`src/rtl/rolling_hash_pattern_match_top_defines.svh`:
```
// Assertion macros for the rolling hash pattern matcher.
// Included by the top level; relies on clk and rst_n in the including scope.
`ifndef ROLLING_HASH_PATTERN_MATCH_TOP_DEFINES_SVH
`define ROLLING_HASH_PATTERN_MATCH_TOP_DEFINES_SVH

`ifndef SYNTHESIS

`define RHPM_ASSERT_IMP(lbl, ante, cons, msg) \
    lbl: assert property (@(posedge clk) disable iff (!rst_n) (ante) |-> (cons)) \
        else $error(msg);

`define RHPM_ASSERT_NXT(lbl, ante, cons, msg) \
    lbl: assert property (@(posedge clk) disable iff (!rst_n) (ante) |=> (cons)) \
        else $error(msg);

`else

`define RHPM_ASSERT_IMP(lbl, ante, cons, msg)

`define RHPM_ASSERT_NXT(lbl, ante, cons, msg)

`endif

`endif

```
`src/rtl/rhpm_pkg.sv`:
```
// Shared types and constants for the rolling hash pattern matcher.
// No dependencies; used by rhpm_mod_unit, the top level and the testbench.
package rhpm_pkg;

    localparam int PATTERN_MAX_DEF = 32;
    localparam longint unsigned TEXT_MAX = 64'd65536;
    localparam logic [15:0] POS_CAP =
        (TEXT_MAX - 64'd1 > 64'd65535) ? 16'hFFFF : 16'(TEXT_MAX - 64'd1);

    localparam int ADDR_W = 6;
    localparam int DATA_W = 64;

    localparam logic [2:0] REG_PAT0 = 3'd0;
    localparam logic [2:0] REG_PAT1 = 3'd1;
    localparam logic [2:0] REG_PAT2 = 3'd2;
    localparam logic [2:0] REG_PAT3 = 3'd3;
    localparam logic [2:0] REG_LEN  = 3'd4;
    localparam logic [2:0] REG_MOD  = 3'd5;

    localparam logic [5:0]  LEN_RESET = 6'd1;
    localparam logic [15:0] MOD_RESET = 16'd101;
    localparam logic [15:0] MOD_MIN   = 16'd2;

    localparam int STEPS_W = 5;
    localparam logic [STEPS_W-1:0] STEPS_BYTE = 5'd8;
    localparam logic [STEPS_W-1:0] STEPS_PROD = 5'd24;

    typedef struct packed {
        logic               start;
        logic [15:0]        init;
        logic [23:0]        src;
        logic [STEPS_W-1:0] steps;
    } rhpm_op_t;

    typedef struct packed {
        logic        busy;
        logic        done;
        logic [15:0] value;
    } rhpm_res_t;

endpackage

```
`src/rtl/rhpm_mod_unit.sv`:
```
// Bit-serial modular reducer: shifts source bits into a remainder, one per cycle.
// Depends on rhpm_pkg.
module rhpm_mod_unit (
    input  logic                clk,
    input  logic                rst_n,
    input  rhpm_pkg::rhpm_op_t  op,
    input  logic [15:0]         modulus,
    output rhpm_pkg::rhpm_res_t res
);
    import rhpm_pkg::*;

    logic [15:0]        rem_reg;
    logic [23:0]        src_reg;
    logic [STEPS_W-1:0] cnt_reg;
    logic               busy_reg;
    logic               done_reg;
    logic [16:0]        shifted;
    logic [16:0]        reduced;

    // remainder stays below modulus, so one conditional subtract per bit
    assign shifted = {rem_reg, src_reg[23]};
    assign reduced = (shifted >= {1'b0, modulus}) ? shifted - {1'b0, modulus} : shifted;

    always_ff @(posedge clk or negedge rst_n)
    begin
        if (!rst_n)
        begin
            cnt_reg  <= '0;
            busy_reg <= 1'b0;
            done_reg <= 1'b0;
        end
        else if (op.start)
        begin
            cnt_reg  <= op.steps;
            busy_reg <= 1'b1;
            done_reg <= 1'b0;
        end
        else if (busy_reg)
        begin
            cnt_reg <= cnt_reg - STEPS_W'(1);
            if (cnt_reg == STEPS_W'(1))
            begin
                busy_reg <= 1'b0;
                done_reg <= 1'b1;
            end
        end
        else
        begin
            done_reg <= 1'b0;
        end
    end

    always_ff @(posedge clk)
    begin
        if (op.start)
        begin
            rem_reg <= op.init;
            src_reg <= op.src;
        end
        else if (busy_reg)
        begin
            rem_reg <= reduced[15:0];
            src_reg <= {src_reg[22:0], 1'b0};
        end
    end

    assign res.busy  = busy_reg;
    assign res.done  = done_reg;
    assign res.value = rem_reg;

endmodule

```
`src/rtl/rolling_hash_pattern_match_top.sv`:
```
// Rolling hash pattern matcher, top level: APB registers, sequencer, window.
// Depends on rhpm_pkg, rhpm_mod_unit and rolling_hash_pattern_match_top_defines.svh.
//
// Usage:
//   Text bytes enter on the input channel (text_char, end_of_text) under
//   in_valid/in_ready; results leave on the output channel under
//   out_valid/out_ready. A byte gives a result only when a true pattern
//   occurrence ends on it; end_of_text always gives one result with the count.
//   The user writes pattern, length and modulus over the APB port while
//   idle; the block does not enforce this. Bytes are taken one at a time.
//   A byte with a full window first reduces the outgoing-byte product, then
//   updates the hash; when the hashes agree the pattern bytes are compared
//   one by one and a match is then emitted; a partly filled window skips the
//   product. The first byte of a text first computes the leading weight and
//   then the pattern hash. All modular work runs through one bit-serial
//   reducer, one bit a cycle, for the 24-bit product and each Horner byte.
//   Reset: pattern zero, length 1, modulus 101, text state cleared.
//   A stalled receiver holds the result in the output register; the block
//   takes the next byte meanwhile and waits only when a second result is due.
`include "rolling_hash_pattern_match_top_defines.svh"

module rolling_hash_pattern_match_top #(
    parameter int PATTERN_MAX = rhpm_pkg::PATTERN_MAX_DEF
) (
    input  logic                          clk,
    input  logic                          rst_n,
    input  logic                          psel,
    input  logic                          penable,
    input  logic                          pwrite,
    input  logic [rhpm_pkg::ADDR_W-1:0]   paddr,
    input  logic [rhpm_pkg::DATA_W-1:0]   pwdata,
    output logic [rhpm_pkg::DATA_W-1:0]   prdata,
    output logic                          pready,
    input  logic                          in_valid,
    output logic                          in_ready,
    input  logic [7:0]                    text_char,
    input  logic                          end_of_text,
    output logic                          out_valid,
    input  logic                          out_ready,
    output logic                          match_found,
    output logic [15:0]                   match_start,
    output logic [15:0]                   match_total,
    output logic                          text_done
);
    import rhpm_pkg::*;

    localparam int LEN_W = $clog2(PATTERN_MAX + 1);
    localparam int IDX_W = (PATTERN_MAX > 1) ? $clog2(PATTERN_MAX) : 1;
    localparam logic [LEN_W-1:0] LEN_MAX = LEN_W'(PATTERN_MAX);

    typedef enum logic [3:0] {
        ST_IDLE, ST_LW, ST_LW_W, ST_PH, ST_PH_W, ST_SUB, ST_SUB_W,
        ST_DIFF, ST_HASH, ST_HASH_W, ST_CMP, ST_EMIT
    } state_t;

    // configuration registers
    logic [63:0] pat_reg [4];
    logic [5:0]  pat_len_reg;
    logic [15:0] modulus_reg;

    // text state
    state_t             state_reg;
    logic [7:0]         window_reg [PATTERN_MAX];
    logic [7:0]         char_reg;
    logic [LEN_W-1:0]   len_reg;
    logic [15:0]        mod_act_reg;
    logic [15:0]        lw_reg;
    logic [15:0]        ph_reg;
    logic [15:0]        text_hash_reg;
    logic [15:0]        sub_reg;
    logic [15:0]        pos_reg;
    logic [15:0]        here_reg;
    logic [15:0]        count_reg;
    logic [LEN_W-1:0]   fill_reg;
    logic [LEN_W-1:0]   k_reg;

    // pending and output results
    logic               res_found_reg;
    logic [15:0]        res_start_reg;
    logic [15:0]        res_total_reg;
    logic               res_done_reg;
    logic               out_valid_reg;
    logic               out_found_reg;
    logic [15:0]        out_start_reg;
    logic [15:0]        out_total_reg;
    logic               out_done_reg;

    logic               cfg_wr;
    logic [2:0]         cfg_idx;
    logic [255:0]       pat_flat;
    logic [4:0]         pat_k;
    logic [7:0]         pat_byte;
    logic [IDX_W-1:0]   win_idx;
    logic [7:0]         win_rd;
    logic [23:0]        sub_prod;
    logic [LEN_W-1:0]   len_m1;
    logic [LEN_W-1:0]   len_cfg;
    logic [15:0]        mod_cfg;
    logic [LEN_W-1:0]   fill_inc;
    logic [15:0]        here_m1;
    logic [15:0]        diff;
    logic               lw_more;
    logic               ph_more;
    logic               fill_full;
    logic               out_free;
    rhpm_op_t           eng_op;
    rhpm_res_t          eng_res;

    // APB
    assign pready  = 1'b1;
    assign cfg_idx = paddr[5:3];
    assign cfg_wr  = psel & penable & pwrite & pready;

    always_comb
    begin
        unique case (cfg_idx)
            REG_PAT0: prdata = pat_reg[0];
            REG_PAT1: prdata = pat_reg[1];
            REG_PAT2: prdata = pat_reg[2];
            REG_PAT3: prdata = pat_reg[3];
            REG_LEN:  prdata = 64'(pat_len_reg);
            REG_MOD:  prdata = 64'(modulus_reg);
            default:  prdata = '0;
        endcase
    end

    always_ff @(posedge clk or negedge rst_n)
    begin
        if (!rst_n)
        begin
            pat_reg[0]  <= '0;
            pat_reg[1]  <= '0;
            pat_reg[2]  <= '0;
            pat_reg[3]  <= '0;
            pat_len_reg <= LEN_RESET;
            modulus_reg <= MOD_RESET;
        end
        else if (cfg_wr)
        begin
            unique case (cfg_idx)
                REG_PAT0: pat_reg[0]  <= pwdata;
                REG_PAT1: pat_reg[1]  <= pwdata;
                REG_PAT2: pat_reg[2]  <= pwdata;
                REG_PAT3: pat_reg[3]  <= pwdata;
                REG_LEN:  pat_len_reg <= pwdata[5:0];
                REG_MOD:  modulus_reg <= pwdata[15:0];
                default:  ;
            endcase
        end
    end

    // helpers
    assign pat_flat = {pat_reg[3], pat_reg[2], pat_reg[1], pat_reg[0]};
    assign pat_k    = 5'(k_reg);
    assign pat_byte = pat_flat[{pat_k, 3'b000} +: 8];

    assign len_m1  = len_reg - LEN_W'(1);
    assign win_idx = (state_reg == ST_CMP) ? IDX_W'(len_m1 - k_reg) : IDX_W'(len_m1);
    assign win_rd  = window_reg[win_idx];
    assign sub_prod = 24'(win_rd) * 24'(lw_reg);

    always_comb
    begin
        priority if (pat_len_reg == 6'd0)
            len_cfg = LEN_W'(1);
        else if (pat_len_reg > 6'(PATTERN_MAX))
            len_cfg = LEN_MAX;
        else
            len_cfg = LEN_W'(pat_len_reg);
    end

    assign mod_cfg   = (modulus_reg < MOD_MIN) ? MOD_MIN : modulus_reg;
    assign fill_inc  = (fill_reg < LEN_MAX) ? fill_reg + LEN_W'(1) : fill_reg;
    assign here_m1   = 16'(len_m1);
    assign lw_more   = k_reg < len_m1;
    assign ph_more   = k_reg < len_reg;
    assign fill_full = fill_reg >= len_reg;
    assign out_free  = !out_valid_reg || out_ready;
    assign diff = (text_hash_reg >= sub_reg) ? text_hash_reg - sub_reg
                : 16'(({1'b0, text_hash_reg} + {1'b0, mod_act_reg}) - {1'b0, sub_reg});

    // reducer commands
    always_comb
    begin
        eng_op = '0;
        unique case (state_reg)
            ST_LW:
            begin
                eng_op.start = lw_more;
                eng_op.init  = lw_reg;
                eng_op.src   = '0;
                eng_op.steps = STEPS_BYTE;
            end
            ST_PH:
            begin
                eng_op.start = ph_more;
                eng_op.init  = ph_reg;
                eng_op.src   = {pat_byte, 16'h0000};
                eng_op.steps = STEPS_BYTE;
            end
            ST_SUB:
            begin
                eng_op.start = fill_full;
                eng_op.init  = '0;
                eng_op.src   = sub_prod;
                eng_op.steps = STEPS_PROD;
            end
            ST_HASH:
            begin
                eng_op.start = 1'b1;
                eng_op.init  = text_hash_reg;
                eng_op.src   = {char_reg, 16'h0000};
                eng_op.steps = STEPS_BYTE;
            end
            default: ;
        endcase
    end

    rhpm_mod_unit u_mod (
        .clk     (clk),
        .rst_n   (rst_n),
        .op      (eng_op),
        .modulus (mod_act_reg),
        .res     (eng_res)
    );

    // window shift line
    always_ff @(posedge clk)
    begin
        if (state_reg == ST_HASH_W && eng_res.done)
        begin
            for (int i = PATTERN_MAX - 1; i > 0; i--)
                window_reg[i] <= window_reg[i-1];
            window_reg[0] <= char_reg;
        end
    end

    // sequencer
    always_ff @(posedge clk or negedge rst_n)
    begin
        if (!rst_n)
        begin
            state_reg     <= ST_IDLE;
            char_reg      <= '0;
            len_reg       <= LEN_W'(1);
            mod_act_reg   <= MOD_RESET;
            lw_reg        <= 16'd1;
            ph_reg        <= '0;
            text_hash_reg <= '0;
            sub_reg       <= '0;
            pos_reg       <= '0;
            here_reg      <= '0;
            count_reg     <= '0;
            fill_reg      <= '0;
            k_reg         <= '0;
            res_found_reg <= 1'b0;
            res_start_reg <= '0;
            res_total_reg <= '0;
            res_done_reg  <= 1'b0;
            out_valid_reg <= 1'b0;
            out_found_reg <= 1'b0;
            out_start_reg <= '0;
            out_total_reg <= '0;
            out_done_reg  <= 1'b0;
        end
        else
        begin
            if (out_valid_reg && out_ready && state_reg != ST_EMIT)
                out_valid_reg <= 1'b0;

            unique case (state_reg)
                ST_IDLE:
                begin
                    if (in_valid)
                    begin
                        if (end_of_text)
                        begin
                            res_found_reg <= 1'b0;
                            res_start_reg <= '0;
                            res_total_reg <= count_reg;
                            res_done_reg  <= 1'b1;
                            pos_reg       <= '0;
                            fill_reg      <= '0;
                            text_hash_reg <= '0;
                            count_reg     <= '0;
                            state_reg     <= ST_EMIT;
                        end
                        else
                        begin
                            char_reg <= text_char;
                            if (pos_reg == 16'd0 && fill_reg == '0)
                            begin
                                len_reg     <= len_cfg;
                                mod_act_reg <= mod_cfg;
                                lw_reg      <= 16'd1;
                                ph_reg      <= '0;
                                k_reg       <= '0;
                                state_reg   <= ST_LW;
                            end
                            else
                            begin
                                state_reg <= ST_SUB;
                            end
                        end
                    end
                end
                ST_LW:
                begin
                    if (lw_more)
                    begin
                        state_reg <= ST_LW_W;
                    end
                    else
                    begin
                        k_reg     <= '0;
                        state_reg <= ST_PH;
                    end
                end
                ST_LW_W:
                begin
                    if (eng_res.done)
                    begin
                        lw_reg    <= eng_res.value;
                        k_reg     <= k_reg + LEN_W'(1);
                        state_reg <= ST_LW;
                    end
                end
                ST_PH:
                begin
                    state_reg <= ph_more ? ST_PH_W : ST_SUB;
                end
                ST_PH_W:
                begin
                    if (eng_res.done)
                    begin
                        ph_reg    <= eng_res.value;
                        k_reg     <= k_reg + LEN_W'(1);
                        state_reg <= ST_PH;
                    end
                end
                ST_SUB:
                begin
                    state_reg <= fill_full ? ST_SUB_W : ST_HASH;
                end
                ST_SUB_W:
                begin
                    if (eng_res.done)
                    begin
                        sub_reg   <= eng_res.value;
                        state_reg <= ST_DIFF;
                    end
                end
                ST_DIFF:
                begin
                    text_hash_reg <= diff;
                    state_reg     <= ST_HASH;
                end
                ST_HASH:
                begin
                    state_reg <= ST_HASH_W;
                end
                ST_HASH_W:
                begin
                    if (eng_res.done)
                    begin
                        text_hash_reg <= eng_res.value;
                        fill_reg      <= fill_inc;
                        here_reg      <= pos_reg;
                        if (pos_reg < POS_CAP)
                            pos_reg <= pos_reg + 16'd1;
                        k_reg <= '0;
                        if (fill_inc >= len_reg && eng_res.value == ph_reg)
                            state_reg <= ST_CMP;
                        else
                            state_reg <= ST_IDLE;
                    end
                end
                ST_CMP:
                begin
                    if (win_rd != pat_byte)
                    begin
                        state_reg <= ST_IDLE;
                    end
                    else if (k_reg == len_m1)
                    begin
                        res_found_reg <= 1'b1;
                        res_start_reg <= (here_reg >= here_m1) ? here_reg - here_m1 : '0;
                        res_total_reg <= (count_reg != 16'hFFFF) ? count_reg + 16'd1
                                                                 : count_reg;
                        res_done_reg  <= 1'b0;
                        if (count_reg != 16'hFFFF)
                            count_reg <= count_reg + 16'd1;
                        state_reg <= ST_EMIT;
                    end
                    else
                    begin
                        k_reg <= k_reg + LEN_W'(1);
                    end
                end
                ST_EMIT:
                begin
                    if (out_free)
                    begin
                        out_valid_reg <= 1'b1;
                        out_found_reg <= res_found_reg;
                        out_start_reg <= res_start_reg;
                        out_total_reg <= res_total_reg;
                        out_done_reg  <= res_done_reg;
                        state_reg     <= ST_IDLE;
                    end
                end
                default:
                begin
                    state_reg <= ST_IDLE;
                end
            endcase
        end
    end

    assign in_ready    = (state_reg == ST_IDLE);
    assign out_valid   = out_valid_reg;
    assign match_found = out_found_reg;
    assign match_start = out_start_reg;
    assign match_total = out_total_reg;
    assign text_done   = out_done_reg;

    `RHPM_ASSERT_IMP(a_idle_unit_quiet, state_reg == ST_IDLE, !eng_res.busy, "reducer busy while idle")
    `RHPM_ASSERT_IMP(a_hash_in_range, 1'b1, (text_hash_reg < mod_act_reg) && (lw_reg < mod_act_reg) && (ph_reg < mod_act_reg), "hash state not reduced")
    `RHPM_ASSERT_IMP(a_match_counted, out_valid && match_found, !text_done && match_total != 16'd0, "match result without count")
    `RHPM_ASSERT_NXT(a_sub_launch, state_reg == ST_SUB && fill_full, eng_res.busy, "product reduction not started")

endmodule

```
`config.mk`:
```
export PLATFORM = sky130hd
export DESIGN_NAME = rolling_hash_pattern_match_top
export DESIGN_NICKNAME = d
export VERILOG_FILES = /design/src/rtl/rhpm_pkg.sv /design/src/rtl/rhpm_mod_unit.sv /design/src/rtl/rolling_hash_pattern_match_top.sv
export VERILOG_INCLUDE_DIRS = /design/src /design/src/rtl
export SDC_FILE = /design/constraint.sdc
export NUM_CORES = 2
export LEC_CHECK = 0
export ABC_CLOCK_PERIOD_IN_PS = 16450
export BUFFER_PORTS_ARGS = -buffer_cell sky130_fd_sc_hd__buf_2
export CORE_UTILIZATION = 68
export DETAILED_ROUTE_END_ITERATION = 7
export MAX_ROUTING_LAYER = met4
export PLACE_DENSITY = 0.88
export SYNTH_ARGS = -nofsm -noshare
export SYNTH_HDL_FRONTEND = slang
export SYNTH_SLANG_ARGS = --single-unit
```
`constraint.sdc`:
```
create_clock -name clk -period 16.45 [get_ports clk]
set_input_delay 2.4675 -clock clk [delete_from_list [all_inputs] [get_ports clk]]
set_output_delay 2.4675 -clock clk [all_outputs]
set_load 0.02 [all_outputs]
```
==> impl_metrics.env <==
export IMPL_grt_antenna_before_repair=14
export IMPL_grt_ovfl_total=0
export IMPL_detailedPlace_worstSlack_ns=6.34
export IMPL_ir_worst_vdd_v=0.000103
export IMPL_cts_max_path_buffers=3
export IMPL_h_tree_depth=3
export IMPL_endpoint_kind="flip-flop"
export IMPL_max_slew_margin_pct=18.4
export IMPL_slowest_delay_ns=0.86
export IMPL_cpMostUsedCell="inv_1"
export IMPL_finalPower_mw=5.27
export IMPL_wl_um=118000
export IMPL_critPathBufInv=8
export IMPL_finalHoldViolations=0
export IMPL_dp_cells=4513
export IMPL_gp_congestion=0.998
export IMPL_maxCapViolCount=0
export IMPL_clk_pin_slew_ns=0.07
export IMPL_drt_iter0_drc=3906
export IMPL_status="finished clean"
export IMPL_r2r_slack_ns=6.02
export IMPL_critPathLaunchType="flip-flop"
export IMPL_syn_nets=3962
export IMPL_cp_top_family="adder cells"
export IMPL_grt_pass1_wl_um=186000
export IMPL_hold_class="flip-flop to flip-flop"
export IMPL_yosysUniqueCellTypes=86
export IMPL_cts_root_buffer="clkbuf_16"
export IMPL_vias=32000
export IMPL_dieArea_sq_mm=0.0666
export IMPL_slew_viol_final=0
export IMPL_synth_edf_count=296
export IMPL_reg2reg_depth=32
export IMPL_cts_resized=0
export IMPL_drc=0
export IMPL_grt_max_degree=200
export IMPL_drive_gt1_share_pct=23.5
export IMPL_min_delay_start="window_reg[30][1]"
export IMPL_cts_made_buffers=85
export IMPL_tritoncts="built"
export IMPL_routed_via_density=6.84
export IMPL_coreArea_sq_mm=0.0646
export IMPL_clk_latency_ns=0.67
export IMPL_dieWidth_um=258
export IMPL_powerDensity_mw_per_mm2=107
export IMPL_seq_area_frac_synth_pct=48.7
export IMPL_ys_ff_latch=808
export IMPL_yosys_warnings=0
export IMPL_routedWlPerCell_um=25.2
export IMPL_grt_use_total_pct=36.9
export IMPL_post_cts_buffers=0
export IMPL_rsz0062_at_grt="no"
export IMPL_crit_type="flip-flop to flip-flop"
export IMPL_rows=93
export IMPL_synth_async_reset_ratio_pct=63.4
export IMPL_fmaxAchievable_mhz=95.9
export IMPL_grt_pass1_vias=32800
export IMPL_reg2reg_from="len_reg[0]"
export IMPL_path_max_fanout=32
export IMPL_leakagePower_nw=20.2
export IMPL_io_pins=187
export IMPL_period_share_pct=63.4
export IMPL_die_h_um=258
export IMPL_min_path_cells=0
export IMPL_crit_path_top_delay_cell="nor2_1"
export IMPL_nNetsFinal=4068
export IMPL_synth_cells=3639
export IMPL_start_util_pct=69.0
export IMPL_arrival_ns=10.84
export IMPL_syn_cell_area_sq_mm=0.0446
export IMPL_crit_cells=32
export IMPL_postCtsHoldBufs=0
export IMPL_first_pass_iters=7
export IMPL_synth_ff_type="dfrtp_1"
export IMPL_port_buffers=182
export IMPL_cts_sinks=808
export IMPL_min_to="window_reg[31][1]"
export IMPL_final_cells=4685
export IMPL_skew_ns=0.0431
export IMPL_setup_viol=0
export IMPL_avgSynthCellArea_sq_um=12.2
export IMPL_worst_pin_slew_ns=1.22
export IMPL_r2r_end="u_mod.src_reg[23]"
export IMPL_crit_required_ns=16.86
export IMPL_setup_slack_ns=6.02
export IMPL_ant_nets=0
export IMPL_period_needed_ns=10.43
export IMPL_syn2layout_area_growth_pct=10.4
export IMPL_finalSetupTns_ns=0
export IMPL_hpwl_um=75400
-- cell usage in the layout, fill, tap and decap left out, types with 114 or more instances in the layout --
master    Yosys  routed
a21oi_1     115     114
nor2b_1     132     130
o21ai_0     140     138
edfxtp_1    296     296
inv_1       228     227
nor2_1      128     121
dfrtp_1     501     499
mux2_2      363     363
mux2i_1     169     168
nand2_1     234     233
buf_2        20     181
ha_1        134     134
-- cells by family (layout without fill, tap and decap cells) --
logic type                 count (synthesis)  in the layout  share of synthesized area [%]
DFF                                      808            808                           48.7
and+or+nand+nor                          725            725                           8.07
AOI/OAI and AO/OA                        700            700                           11.4
muxes                                    620            620                           17.4
buffers and inverters                    440            617                           3.94
adders and majority gates                237            237                           8.39
xor gates and xnor gates                 108            108                           2.12
other                                      1             15                        0.00842
-- worst reg2reg max path: cells and delay by family, from the launching register on --
family / cells / cell delay, ns
AOI/OAI and AO/OA: 11 / 3.04
muxes: 1 / 0.59
DFF: 1 / 0.65
buffers and inverters: 8 / 1.07
xor gates and xnor gates: 2 / 0.27
and+or+nand+nor: 3 / 1.30
adders and majority gates: 7 / 3.25
-- metrics by stage --
| stage | utilization [%] | area [sq um] | hold WS, ns |
|---|---|---|---|
| after floorplan | - | 44600 | 0.426 |
| after global placement | 71.5 | 46200 | 0.427 |
| after detailed placement | 71.5 | 46200 | 0.432 |
| after CTS | 76.1 | 49200 | 0.431 |
| after global routing | 76.2 | 49200 | 0.446 |
| final | 76.2 | 49200 | 0.439 |
-- area by class of cell --
type | count | area, sq um
diodes | 14 | 35.0
clock buffers | 121 | 2510
clock inverters | 37 | 467
fillers | 3808 | 15400
inverters | 231 | 875
multi-input cells | 2391 | 21200
flip-flops and latches | 808 | 21700
well taps | 855 | 1070
repair buffers | 228 | 1300
-- Yosys cell counts, types with 18 or more instances --
library cell	n	area, sq um
a211oi_1	32	240
a21o_1	41	308
a21oi_1	115	576
a221o_1	71	711
a22o_1	62	543
a22oi_1	73	548
and3_1	19	119
buf_1	30	113
buf_2	20	100
clkbuf_1	145	544
dfrtp_1	501	12500
edfxtp_1	296	8890
fa_1	103	2060
ha_1	134	1680
inv_1	228	856
mux2_2	363	4090
mux2i_1	169	1690
mux4_2	85	1910
nand2_1	234	878
nand2b_1	24	150
nand3_1	55	275
nand4_1	21	131
nor2_1	128	480
nor2b_1	132	826
nor3_1	36	180
nor4_1	18	113
o21a_1	18	135
o21ai_0	140	701
xnor2_1	63	552
xor2_1	45	394
-- routing by layer --
metal  wire (um)  track usage, %  vias to the layer above
met4        6350            18.6                        0
li1            -               -                    13600
met3       10800            7.53                      443
met5           0               -                        -
met2       56000            56.7                     1934
met1       44700            47.0                    16000
-- worst max path at each step --
stage,end,from,slack [ns]
5_1_grt,u_mod.src_reg[23],len_reg[0],5.64
6_report,u_mod.src_reg[23],len_reg[0],6.02
3_3_place_gp,u_mod.src_reg[23],len_reg[0],6.58
4_1_cts,u_mod.src_reg[23],len_reg[0],6.24
2_1_floorplan,here_reg[13],state_reg[0],7.04
3_5_place_dp,u_mod.src_reg[23],len_reg[0],6.34
-- where the power goes --
part / switching (mW) / internal [mW]
Combinational: 0.464 / 0.416
Clock: 0.849 / 1.19
Sequential: 0.142 / 2.21
(Power assumes the default switching activity.)
